**src/sv/rtsf_pkg.sv**
```systemverilog
// ----------------------------------------------------------------------------
// rtsf_pkg
// Shared widths, codes and types for the resistive touch sampler and filter.
// ----------------------------------------------------------------------------
package rtsf_pkg;

  // Sample ring geometry
  localparam int SAMPLE_COUNT = 6;
  localparam int RAW_W        = 11;
  localparam int ADC_W        = 10;
  localparam int IDX_W        = $clog2(SAMPLE_COUNT);
  localparam logic [RAW_W-1:0] RELEASED_MARK = 11'd1024;

  // Ring average: sum times a rounded-up reciprocal, exact for every sum that fits SUM_W
  localparam int SUM_W     = $clog2(SAMPLE_COUNT * ((1 << RAW_W) - 1) + 1);
  localparam int DIV_SHIFT = SUM_W + $clog2(SAMPLE_COUNT) + 1;
  localparam logic [DIV_SHIFT-1:0] DIV_RECIP =
    DIV_SHIFT'(((1 << DIV_SHIFT) + SAMPLE_COUNT - 1) / SAMPLE_COUNT);

  // Register and coordinate widths
  localparam int GAIN_W       = 20;
  localparam int OFFSET_W     = 24;
  localparam int SIZE_W       = 13;
  localparam int LEVEL_W      = 10;
  localparam int SCREEN_W     = 13;
  localparam int CFG_IDX_W    = 3;
  localparam int CFG_DATA_W   = 24;
  localparam int GAIN_FRAC    = 16;
  localparam int OFFSET_FRAC  = 8;
  localparam logic [SIZE_W-1:0] SCREEN_LIMIT = 13'd4096;

  // Result kinds
  localparam logic KIND_TICK = 1'b0;
  localparam logic KIND_READ = 1'b1;

  typedef enum logic [CFG_IDX_W-1:0] {
    CFG_GAIN_X,
    CFG_OFFSET_X,
    CFG_GAIN_Y,
    CFG_OFFSET_Y,
    CFG_SCREEN_WIDTH,
    CFG_SCREEN_HEIGHT,
    CFG_TOUCH_THRESHOLD,
    CFG_SPREAD_LIMIT
  } cfg_reg_t;

  typedef struct packed {
    logic signed [GAIN_W-1:0]   gain_x;
    logic signed [OFFSET_W-1:0] offset_x;
    logic signed [GAIN_W-1:0]   gain_y;
    logic signed [OFFSET_W-1:0] offset_y;
    logic [SIZE_W-1:0]          screen_width;
    logic [SIZE_W-1:0]          screen_height;
    logic [LEVEL_W-1:0]         touch_threshold;
    logic [LEVEL_W-1:0]         spread_limit;
  } cfg_t;

  // Sampler stage output, carried to the mapping stage
  typedef struct packed {
    logic             kind;
    logic [3:0]       plate;
    logic [1:0]       discharge;
    logic             channel;
    logic             sample_start;
    logic             convert_start;
    logic             pressed;
    logic [RAW_W-1:0] raw_x;
    logic [RAW_W-1:0] raw_y;
  } stage_t;

endpackage

```
**src/sv/resistive_touch_sampler_filter.sv**
```systemverilog
// ----------------------------------------------------------------------------
// resistive_touch_sampler_filter
// Four-wire resistive touch controller: plate sequencer, sample filter and
// calibration map behind valid/ready channels.
// ----------------------------------------------------------------------------
// Throughput: one item per cycle while the result is taken; three registers
// (input, sampler, result) each hold one transaction, so the input keeps
// flowing while a result waits, until the sampler and input registers fill.
// Reset (rst, synchronous): phase 0, rings at the released mark, not touched,
// calibration registers at their defaults, pipeline empty.
module resistive_touch_sampler_filter import rtsf_pkg::*; (
  input  logic                       clk,
  input  logic                       rst,
  input  logic                       in_valid,
  output logic                       in_ready,
  input  logic                       func,
  input  logic [ADC_W-1:0]           adc_value,
  output logic                       out_valid,
  input  logic                       out_ready,
  output logic                       kind,
  output logic [3:0]                 plate_outputs,
  output logic [1:0]                 discharge_pulse,
  output logic                       adc_channel,
  output logic                       sample_start,
  output logic                       convert_start,
  output logic                       pressed,
  output logic [RAW_W-1:0]           raw_x,
  output logic [RAW_W-1:0]           raw_y,
  output logic signed [SCREEN_W-1:0] screen_x,
  output logic signed [SCREEN_W-1:0] screen_y,
  input  logic                       cfg_write,
  input  logic [CFG_IDX_W-1:0]       cfg_index,
  input  logic [CFG_DATA_W-1:0]      cfg_data
);

  cfg_t                       cfg;
  logic                       in_full;
  logic                       in_func;
  logic [ADC_W-1:0]           in_adc;
  logic                       mid_full;
  stage_t                     mid;
  stage_t                     mid_next;
  stage_t                     res;
  logic signed [SCREEN_W-1:0] res_x, res_y;
  logic signed [SCREEN_W-1:0] map_x, map_y;
  logic signed [SCREEN_W-1:0] screen_x_next, screen_y_next;
  logic                       out_free, mid_free, fire;

  assign out_free = !out_valid || out_ready;
  assign mid_free = !mid_full || out_free;
  assign fire     = in_full && mid_free;
  assign in_ready = !in_full || mid_free;

  rtsf_cfg_regs u_cfg (
    .clk       (clk),
    .rst       (rst),
    .cfg_write (cfg_write),
    .cfg_index (cfg_index),
    .cfg_data  (cfg_data),
    .cfg       (cfg)
  );

  rtsf_sampler u_sampler (
    .clk       (clk),
    .rst       (rst),
    .fire      (fire),
    .func      (in_func),
    .adc_value (in_adc),
    .cfg       (cfg),
    .result    (mid_next)
  );

  rtsf_axis_map u_map_x (
    .raw    (mid.raw_x),
    .gain   (cfg.gain_x),
    .offset (cfg.offset_x),
    .size   (cfg.screen_width),
    .coord  (map_x)
  );

  rtsf_axis_map u_map_y (
    .raw    (mid.raw_y),
    .gain   (cfg.gain_y),
    .offset (cfg.offset_y),
    .size   (cfg.screen_height),
    .coord  (map_y)
  );

  always_comb begin
    if (mid.kind != KIND_READ) begin
      screen_x_next = '0;
      screen_y_next = '0;
    end else if (mid.raw_x == RELEASED_MARK || mid.raw_y == RELEASED_MARK) begin
      screen_x_next = {SCREEN_W{1'b1}};
      screen_y_next = {SCREEN_W{1'b1}};
    end else begin
      screen_x_next = map_x;
      screen_y_next = map_y;
    end
  end

  always_ff @(posedge clk) begin
    if (rst) begin
      in_full   <= 1'b0;
      mid_full  <= 1'b0;
      out_valid <= 1'b0;
    end else begin
      if (in_valid && in_ready) begin
        in_full <= 1'b1;
      end else if (fire) begin
        in_full <= 1'b0;
      end
      if (fire) begin
        mid_full <= 1'b1;
      end else if (mid_full && out_free) begin
        mid_full <= 1'b0;
      end
      if (mid_full && out_free) begin
        out_valid <= 1'b1;
      end else if (out_ready) begin
        out_valid <= 1'b0;
      end
    end
  end

  always_ff @(posedge clk) begin
    if (in_valid && in_ready) begin
      in_func <= func;
      in_adc  <= adc_value;
    end
    if (fire) begin
      mid <= mid_next;
    end
    if (mid_full && out_free) begin
      res   <= mid;
      res_x <= screen_x_next;
      res_y <= screen_y_next;
    end
  end

  assign kind            = res.kind;
  assign plate_outputs   = res.plate;
  assign discharge_pulse = res.discharge;
  assign adc_channel     = res.channel;
  assign sample_start    = res.sample_start;
  assign convert_start   = res.convert_start;
  assign pressed         = res.pressed;
  assign raw_x           = res.raw_x;
  assign raw_y           = res.raw_y;
  assign screen_x        = res_x;
  assign screen_y        = res_y;

endmodule

```
**src/sv/rtsf_cfg_regs.sv**
```systemverilog
// ----------------------------------------------------------------------------
// rtsf_cfg_regs
// Calibration and threshold register file, written through a plain write port.
// ----------------------------------------------------------------------------
module rtsf_cfg_regs import rtsf_pkg::*; (
  input  logic                  clk,
  input  logic                  rst,
  input  logic                  cfg_write,
  input  logic [CFG_IDX_W-1:0]  cfg_index,
  input  logic [CFG_DATA_W-1:0] cfg_data,
  output cfg_t                  cfg
);

  always_ff @(posedge clk) begin
    if (rst) begin
      cfg.gain_x           <= 20'sd25539;
      cfg.offset_x         <= -24'sd8069;
      cfg.gain_y           <= -20'sd20801;
      cfg.offset_y         <= 24'sd71117;
      cfg.screen_width     <= 13'd320;
      cfg.screen_height    <= 13'd240;
      cfg.touch_threshold  <= 10'd100;
      cfg.spread_limit     <= 10'd12;
    end else if (cfg_write) begin
      case (cfg_reg_t'(cfg_index))
        CFG_GAIN_X:           cfg.gain_x           <= $signed(cfg_data[GAIN_W-1:0]);
        CFG_OFFSET_X:         cfg.offset_x         <= $signed(cfg_data[OFFSET_W-1:0]);
        CFG_GAIN_Y:           cfg.gain_y           <= $signed(cfg_data[GAIN_W-1:0]);
        CFG_OFFSET_Y:         cfg.offset_y         <= $signed(cfg_data[OFFSET_W-1:0]);
        CFG_SCREEN_WIDTH:     cfg.screen_width     <= cfg_data[SIZE_W-1:0];
        CFG_SCREEN_HEIGHT:    cfg.screen_height    <= cfg_data[SIZE_W-1:0];
        CFG_TOUCH_THRESHOLD:  cfg.touch_threshold  <= cfg_data[LEVEL_W-1:0];
        CFG_SPREAD_LIMIT:     cfg.spread_limit     <= cfg_data[LEVEL_W-1:0];
        default: ;
      endcase
    end
  end

endmodule

```
**src/sv/rtsf_sampler.sv**
```systemverilog
// ----------------------------------------------------------------------------
// rtsf_sampler
// Nine-phase plate sequencer, sample rings and ring filter. All state moves
// on the cycle an item leaves the input register.
// ----------------------------------------------------------------------------
module rtsf_sampler import rtsf_pkg::*; (
  input  logic             clk,
  input  logic             rst,
  input  logic             fire,
  input  logic             func,
  input  logic [ADC_W-1:0] adc_value,
  input  cfg_t             cfg,
  output stage_t           result
);

  localparam logic [3:0] PLATE_DETECT = 4'h1;
  localparam logic [3:0] PLATE_Y_READ = 4'h3;
  localparam logic [3:0] PLATE_X_READ = 4'hC;
  localparam logic [1:0] DIS_NONE     = 2'd0;
  localparam logic [1:0] DIS_Y        = 2'd1;
  localparam logic [1:0] DIS_X        = 2'd2;
  localparam logic       CH_Y_PLATE   = 1'b0;
  localparam logic       CH_X_PLATE   = 1'b1;

  typedef enum logic [3:0] {
    PH_DET_SELECT,
    PH_DET_SAMPLE,
    PH_DET_CONVERT,
    PH_Y_DISCHARGE,
    PH_Y_SAMPLE,
    PH_Y_CONVERT,
    PH_X_DISCHARGE,
    PH_X_SAMPLE,
    PH_X_CONVERT
  } phase_t;

  phase_t                      phase, phase_next;
  logic [RAW_W-1:0]            x_ring [SAMPLE_COUNT];
  logic [RAW_W-1:0]            y_ring [SAMPLE_COUNT];
  logic [IDX_W-1:0]            write_index, write_index_next;
  logic                        touched, touched_next;
  logic [RAW_W-1:0]            held_x, held_x_next;
  logic [RAW_W-1:0]            held_y, held_y_next;
  logic [IDX_W-1:0]            slot, slot_inc;
  logic                        flush, store_x, store_y;
  logic [SUM_W-1:0]            sum_x, sum_y;
  logic [SUM_W+DIV_SHIFT-1:0]  prod_x, prod_y;
  logic [RAW_W-1:0]            avg_x, avg_y;
  logic                        bounce;

  function automatic logic too_far(input logic [RAW_W-1:0]   avg,
                                   input logic [RAW_W-1:0]   smp,
                                   input logic [LEVEL_W-1:0] tol);
    logic [RAW_W-1:0] gap;
    gap = (avg > smp) ? avg - smp : smp - avg;
    return gap > RAW_W'(tol);
  endfunction

  assign slot     = (32'(write_index) < SAMPLE_COUNT) ? write_index : '0;
  assign slot_inc = (slot == IDX_W'(SAMPLE_COUNT - 1)) ? '0 : slot + 1'b1;

  // Ring averages and bounce check
  always_comb begin
    sum_x  = '0;
    sum_y  = '0;
    bounce = 1'b0;
    for (int i = 0; i < SAMPLE_COUNT; i++) begin
      sum_x = sum_x + SUM_W'(x_ring[i]);
      sum_y = sum_y + SUM_W'(y_ring[i]);
    end
    prod_x = sum_x * DIV_RECIP;
    prod_y = sum_y * DIV_RECIP;
    avg_x  = prod_x[DIV_SHIFT +: RAW_W];
    avg_y  = prod_y[DIV_SHIFT +: RAW_W];
    for (int i = 0; i < SAMPLE_COUNT; i++) begin
      if (too_far(avg_x, x_ring[i], cfg.spread_limit) ||
          too_far(avg_y, y_ring[i], cfg.spread_limit)) begin
        bounce = 1'b1;
      end
    end
  end

  always_comb begin
    phase_next       = phase;
    write_index_next = write_index;
    touched_next     = touched;
    held_x_next      = held_x;
    held_y_next      = held_y;
    flush            = 1'b0;
    store_x          = 1'b0;
    store_y          = 1'b0;
    result           = '0;
    result.kind      = func;
    result.discharge = DIS_NONE;
    result.channel   = CH_Y_PLATE;
    if (func == KIND_TICK) begin
      case (phase)
        PH_DET_SELECT: begin
          result.plate = PLATE_DETECT;
          phase_next   = PH_DET_SAMPLE;
        end
        PH_DET_SAMPLE: begin
          result.plate        = PLATE_DETECT;
          result.sample_start = 1'b1;
          phase_next          = PH_DET_CONVERT;
        end
        PH_DET_CONVERT: begin
          result.plate         = PLATE_DETECT;
          result.convert_start = 1'b1;
          if (adc_value > cfg.touch_threshold) begin
            // release: flush only on the touched-to-released edge
            if (touched) begin
              flush            = 1'b1;
              write_index_next = '0;
            end
            touched_next = 1'b0;
            phase_next   = PH_DET_SELECT;
          end else begin
            touched_next     = 1'b1;
            write_index_next = slot_inc;
            phase_next       = PH_Y_DISCHARGE;
          end
        end
        PH_Y_DISCHARGE: begin
          result.plate     = PLATE_Y_READ;
          result.discharge = DIS_Y;
          phase_next       = PH_Y_SAMPLE;
        end
        PH_Y_SAMPLE: begin
          result.plate        = PLATE_Y_READ;
          result.sample_start = 1'b1;
          phase_next          = PH_Y_CONVERT;
        end
        PH_Y_CONVERT: begin
          result.plate         = PLATE_Y_READ;
          result.convert_start = 1'b1;
          store_y              = 1'b1;
          phase_next           = PH_X_DISCHARGE;
        end
        PH_X_DISCHARGE: begin
          result.plate     = PLATE_X_READ;
          result.discharge = DIS_X;
          result.channel   = CH_X_PLATE;
          phase_next       = PH_X_SAMPLE;
        end
        PH_X_SAMPLE: begin
          result.plate        = PLATE_X_READ;
          result.channel      = CH_X_PLATE;
          result.sample_start = 1'b1;
          phase_next          = PH_X_CONVERT;
        end
        PH_X_CONVERT: begin
          result.plate         = PLATE_X_READ;
          result.channel       = CH_X_PLATE;
          result.convert_start = 1'b1;
          store_x              = 1'b1;
          phase_next           = PH_DET_SELECT;
        end
        default: phase_next = PH_DET_SELECT;
      endcase
    end else begin
      if (!touched) begin
        held_x_next = RELEASED_MARK;
        held_y_next = RELEASED_MARK;
      end else if (!bounce) begin
        held_x_next = avg_x;
        held_y_next = avg_y;
      end
      result.raw_x = held_x_next;
      result.raw_y = held_y_next;
    end
    result.pressed = touched_next;
  end

  always_ff @(posedge clk) begin
    if (rst) begin
      phase       <= PH_DET_SELECT;
      write_index <= '0;
      touched     <= 1'b0;
      held_x      <= RELEASED_MARK;
      held_y      <= RELEASED_MARK;
      for (int i = 0; i < SAMPLE_COUNT; i++) begin
        x_ring[i] <= RELEASED_MARK;
        y_ring[i] <= RELEASED_MARK;
      end
    end else if (fire) begin
      phase       <= phase_next;
      write_index <= write_index_next;
      touched     <= touched_next;
      held_x      <= held_x_next;
      held_y      <= held_y_next;
      for (int i = 0; i < SAMPLE_COUNT; i++) begin
        if (flush) begin
          x_ring[i] <= RELEASED_MARK;
          y_ring[i] <= RELEASED_MARK;
        end else begin
          if (store_x && slot == IDX_W'(i)) begin
            x_ring[i] <= RAW_W'(adc_value);
          end
          if (store_y && slot == IDX_W'(i)) begin
            y_ring[i] <= RAW_W'(adc_value);
          end
        end
      end
    end
  end

endmodule

```
**src/sv/rtsf_axis_map.sv**
```systemverilog
// ----------------------------------------------------------------------------
// rtsf_axis_map
// One axis of the calibration map: gain * raw + offset, truncated and
// clamped to the screen size.
// ----------------------------------------------------------------------------
module rtsf_axis_map import rtsf_pkg::*; (
  input  logic [RAW_W-1:0]           raw,
  input  logic signed [GAIN_W-1:0]   gain,
  input  logic signed [OFFSET_W-1:0] offset,
  input  logic [SIZE_W-1:0]          size,
  output logic signed [SCREEN_W-1:0] coord
);

  localparam int PROD_W  = GAIN_W + RAW_W + 1;
  localparam int OFS_W   = OFFSET_W + GAIN_FRAC - OFFSET_FRAC;
  localparam int ACC_W   = ((PROD_W > OFS_W) ? PROD_W : OFS_W) + 1;
  localparam int WHOLE_W = ACC_W - 1 - GAIN_FRAC;

  logic signed [PROD_W-1:0] product;
  logic signed [ACC_W-1:0]  acc;
  logic [WHOLE_W-1:0]       whole;
  logic [SIZE_W-1:0]        limit;

  assign product = gain * $signed({1'b0, raw});
  assign acc     = {{(ACC_W - PROD_W){product[PROD_W-1]}}, product}
                 + {{(ACC_W - OFS_W){offset[OFFSET_W-1]}}, offset,
                    {(GAIN_FRAC - OFFSET_FRAC){1'b0}}};
  // only read when acc is non-negative, so the shift equals truncation
  assign whole   = acc[ACC_W-2:GAIN_FRAC];
  assign limit   = (size > SCREEN_LIMIT) ? SCREEN_LIMIT : size;

  always_comb begin
    if (acc[ACC_W-1] || limit == '0) begin
      coord = '0;
    end else if (whole >= WHOLE_W'(limit)) begin
      coord = $signed(limit - 1'b1);
    end else begin
      coord = $signed(whole[SCREEN_W-1:0]);
    end
  end

endmodule

```
**config.mk**
```make
export PLATFORM = sky130hd
export DESIGN_NAME = resistive_touch_sampler_filter
export DESIGN_NICKNAME = d
export VERILOG_FILES = /design/src/sv/rtsf_pkg.sv /design/src/sv/resistive_touch_sampler_filter.sv /design/src/sv/rtsf_cfg_regs.sv /design/src/sv/rtsf_sampler.sv /design/src/sv/rtsf_axis_map.sv
export SDC_FILE = /design/constraint.sdc
export NUM_CORES = 2
export LEC_CHECK = 0
export BUFFER_PORTS_ARGS = -buffer_cell sky130_fd_sc_hd__buf_4
export CAP_MARGIN = 40
export CELL_PAD_IN_SITES_DETAIL_PLACEMENT = 1
export CELL_PAD_IN_SITES_GLOBAL_PLACEMENT = 1
export CORE_ASPECT_RATIO = 0.75
export CORE_MARGIN = 2
export CORE_UTILIZATION = 47
export CTS_CLUSTER_DIAMETER = 60
export DETAILED_ROUTE_END_ITERATION = 10
export PLACE_DENSITY_LB_ADDON = 0.08
export SYNTH_ARGS = -nofsm -noshare
export SYNTH_HDL_FRONTEND = slang
export SYNTH_HIERARCHICAL = 1
export SYNTH_SLANG_ARGS = --single-unit
```
**constraint.sdc**
```tcl
create_clock -name clk -period 14.3 [get_ports clk]
set_input_delay 0.715 -clock clk [delete_from_list [all_inputs] [get_ports clk]]
set_output_delay 0.715 -clock clk [all_outputs]
set_load 0.05 [all_outputs]
```
==> run metrics <==
status=finished, violations left; violated checks=setup timing; Longest Clk Path Bufs=3; die area=0.128 mm²; Final Net Count=8528; crit path to=mid[14]; Final Hold Violating Endpoints=0; delay-heaviest family, CP=adder cells; total number of vias=48900; Startpoint Class=flip-flop; Die H=310 µm; Worst-Margin Slew=0.956 ns; IO Port Bufs=103; CTS root buf=clkbuf_16; Post-synth EDFFs=235; overall track demand over capacity in global routing=32.4%; Ys Warns=6; commonest non-fill, non-tap cells in the layout=inv_1, ha_1, buf_4; final WL=207000 µm; ys async rst share=0%; critical path depth=72; CTS H-Tree Depth=2; initial core utilization=47.3%; post-synth net total=7921; CTS clk-pin slew, worst paths=0.06 ns; Gate Count Post-Synth=6425; first-pass GRT wire length=318000 µm; Max Freq=0.0674 GHz; Post-DP HPWL=165000 µm; Layout Utilization=56.0%; R2R cell count=72; number of distinct library cells after synthesis=108; # DRC=0; CTS tree=done; cts hold-fix bufs=0; Core ar.=0.124 mm²; IO Count=104; hold depth=1; largest net degree at the start of global routing=92; max-slew violations=0; Synth area leaders=fa_1, ha_1, edfxtp_1, inv_1, dfxtp_1; register bit total from synthesis=402; Max-slew headroom=35.8%; CP Class=reg2reg; drt pass-1 iters=5; Tmin final=14.83 ns; Die Width=412 µm; Synth area leader=fa_1; Buf/Inv on CP=13; Synth Flop Type=edfxtp_1; synthesis-to-layout area growth=18.3%; clock sink total=402; Final setup viols=44; post-synth top area share=22.5%; Worst Path Required=14.65 ns; part of the cycle the worst path needs=104%; r2r setup slk=-0.53 ns; DRT iter0 DRCs=3851; highest-delay cell along the critical path=fa_1; Crit Reg-Reg Endpoint=mid[14]; CTS buffer count=51; vias in the first global route=52300; RSZ-0062 raised after global routing=yes; initial antenna violation count=18; CP max FO=7; Critical Path Sink Type=flip-flop; setup ws final=-0.534 ns; slowest stage delay, CP=0.59 ns; Post-Syn Area=0.0587 mm²; commonest non-fill, non-tap cell in the layout=inv_1; Post-Syn Area per Cell=9.14 µm²; total congestion overflow=0; FP Rows=112; Max Clock Skew=0.0537 ns; Antenna Nets Post-Route=0; MaxCap Viol Count=0; routed length per placed instance=23.7 µm; pre-CTS WS=-1.09 ns; RR Startpoint=u_sampler/x_ring[1][0]; Crit. Startpoint=u_sampler/x_ring[1][0]; CP most frequent cell=fa_1; layout cells sized above 1=16.9%; Clk Latency, worst-skew pair=0.66 ns; average vias per placed instance=5.60; crit path DAT=15.18 ns; Tightest Hold Check Type=in2reg; Placer Congestion=0.949; sequential share of the synthesized area=17.7%
==> synth_stat cells, drive strengths merged, types with 139 or more instances <==
cell type / count
xnor2: 139
edfxtp: 235
dfxtp: 167
and2: 272
nand2: 462
fa: 659
nor2: 277
inv: 1168
a21o: 140
o21ai: 173
ha: 794
clkbuf: 210
mux2i: 212
a21oi: 349
==> worst min-delay path by stage <==
stage	end	slack [ns]	start
after floorplan	adc_channel	0.40	mid[25]
after global placement	plate_outputs[3]	0.40	mid[31]
after detailed placement	discharge_pulse[0]	0.41	mid[26]
after CTS	in_adc[5]	0.21	adc_value[5]
after global routing	in_adc[0]	0.23	adc_value[0]
final	in_adc[3]	0.24	adc_value[3]
==> registers in the layout, summed over array words and instances (netlist names), 2 cells and up <==
name                   flops
in_adc                    10
screen_y                  13
mid                       33
raw_x                     11
u_sampler/held_y          11
discharge_pulse            2
u_sampler/held_x          11
u_cfg/cfg                134
screen_x                  13
raw_y                     11
u_sampler/write_index      3
plate_outputs              4
u_sampler/x_ring          66
u_sampler/phase            4
u_sampler/y_ring          66
==> layer usage <==
| layer | track usage [%] | share of wire (%) |
|---|---|---|
| met3 | 5.58 | 7.4 |
| met5 | 0 | 0 |
| met2 | 50.2 | 44 |
| met1 | 47.5 | 46 |
| met4 | 6.20 | 2.1 |
==> through the flow <==
step | hold slack, ns | area [µm²] | cells | setup TNS [ns]
global route | 0.228 | 69500 | 8730 | -44.26
global placement | 0.402 | 65400 | 8537 | -19.48
finish | 0.241 | 69500 | 8733 | -20.79
CTS | 0.205 | 68800 | 8707 | -7.74
detailed placement | 0.405 | 66100 | 8572 | -43.89
floorplan | 0.400 | 58900 | 6425 | 0
==> what timing repair did <==
action                                  CTS  global route
endpoints found under the setup margin   44            44
hold endpoints to repair                  0             0
setup buffers                            37            20
cloned                                    2             1
pin swaps                                71            61
gates resized for setup                 137            93
==> layout make-up <==
cell class                      instances  area (µm²)
Tap cell                             1653        2070
Timing Repair Buffer                  818        6870
Fill cell                           14300       54700
Clock inverter                         32         290
Multi-Input combinational cell       4590       44000
Inverter                             1169        4390
Antenna cell                            5        12.5
Clock buffer                           64        1410
Sequential cell                       402       10400
==> cells by family after synthesis <==
| family | share of synthesized area [%] |
|---|---|
| simple gates | 15.0 |
| fa+ha+maj | 39.4 |
| buf+inv | 9.48 |
| compound gates | 11.3 |
| flops | 17.7 |
| mux | 4.00 |
| xor+xnor | 3.12 |
==> worst reg2reg max path, delay by kind of cell, from the launching register on <==
| family | cells | cell delay (ns) |
|---|---|---|
| AOI/OAI and AO/OA | 25 | 3.95 |
| xor gates and xnor gates | 3 | 0.43 |
| adders and majority gates | 15 | 5.94 |
| buffers and inverters | 13 | 1.56 |
| DFF | 1 | 0.40 |
| and+or+nand+nor | 16 | 2.28 |
Power is left out: the tool's default activity adds up to more than one toggle a clock period on the data nets, which glitch-free logic cannot reach.
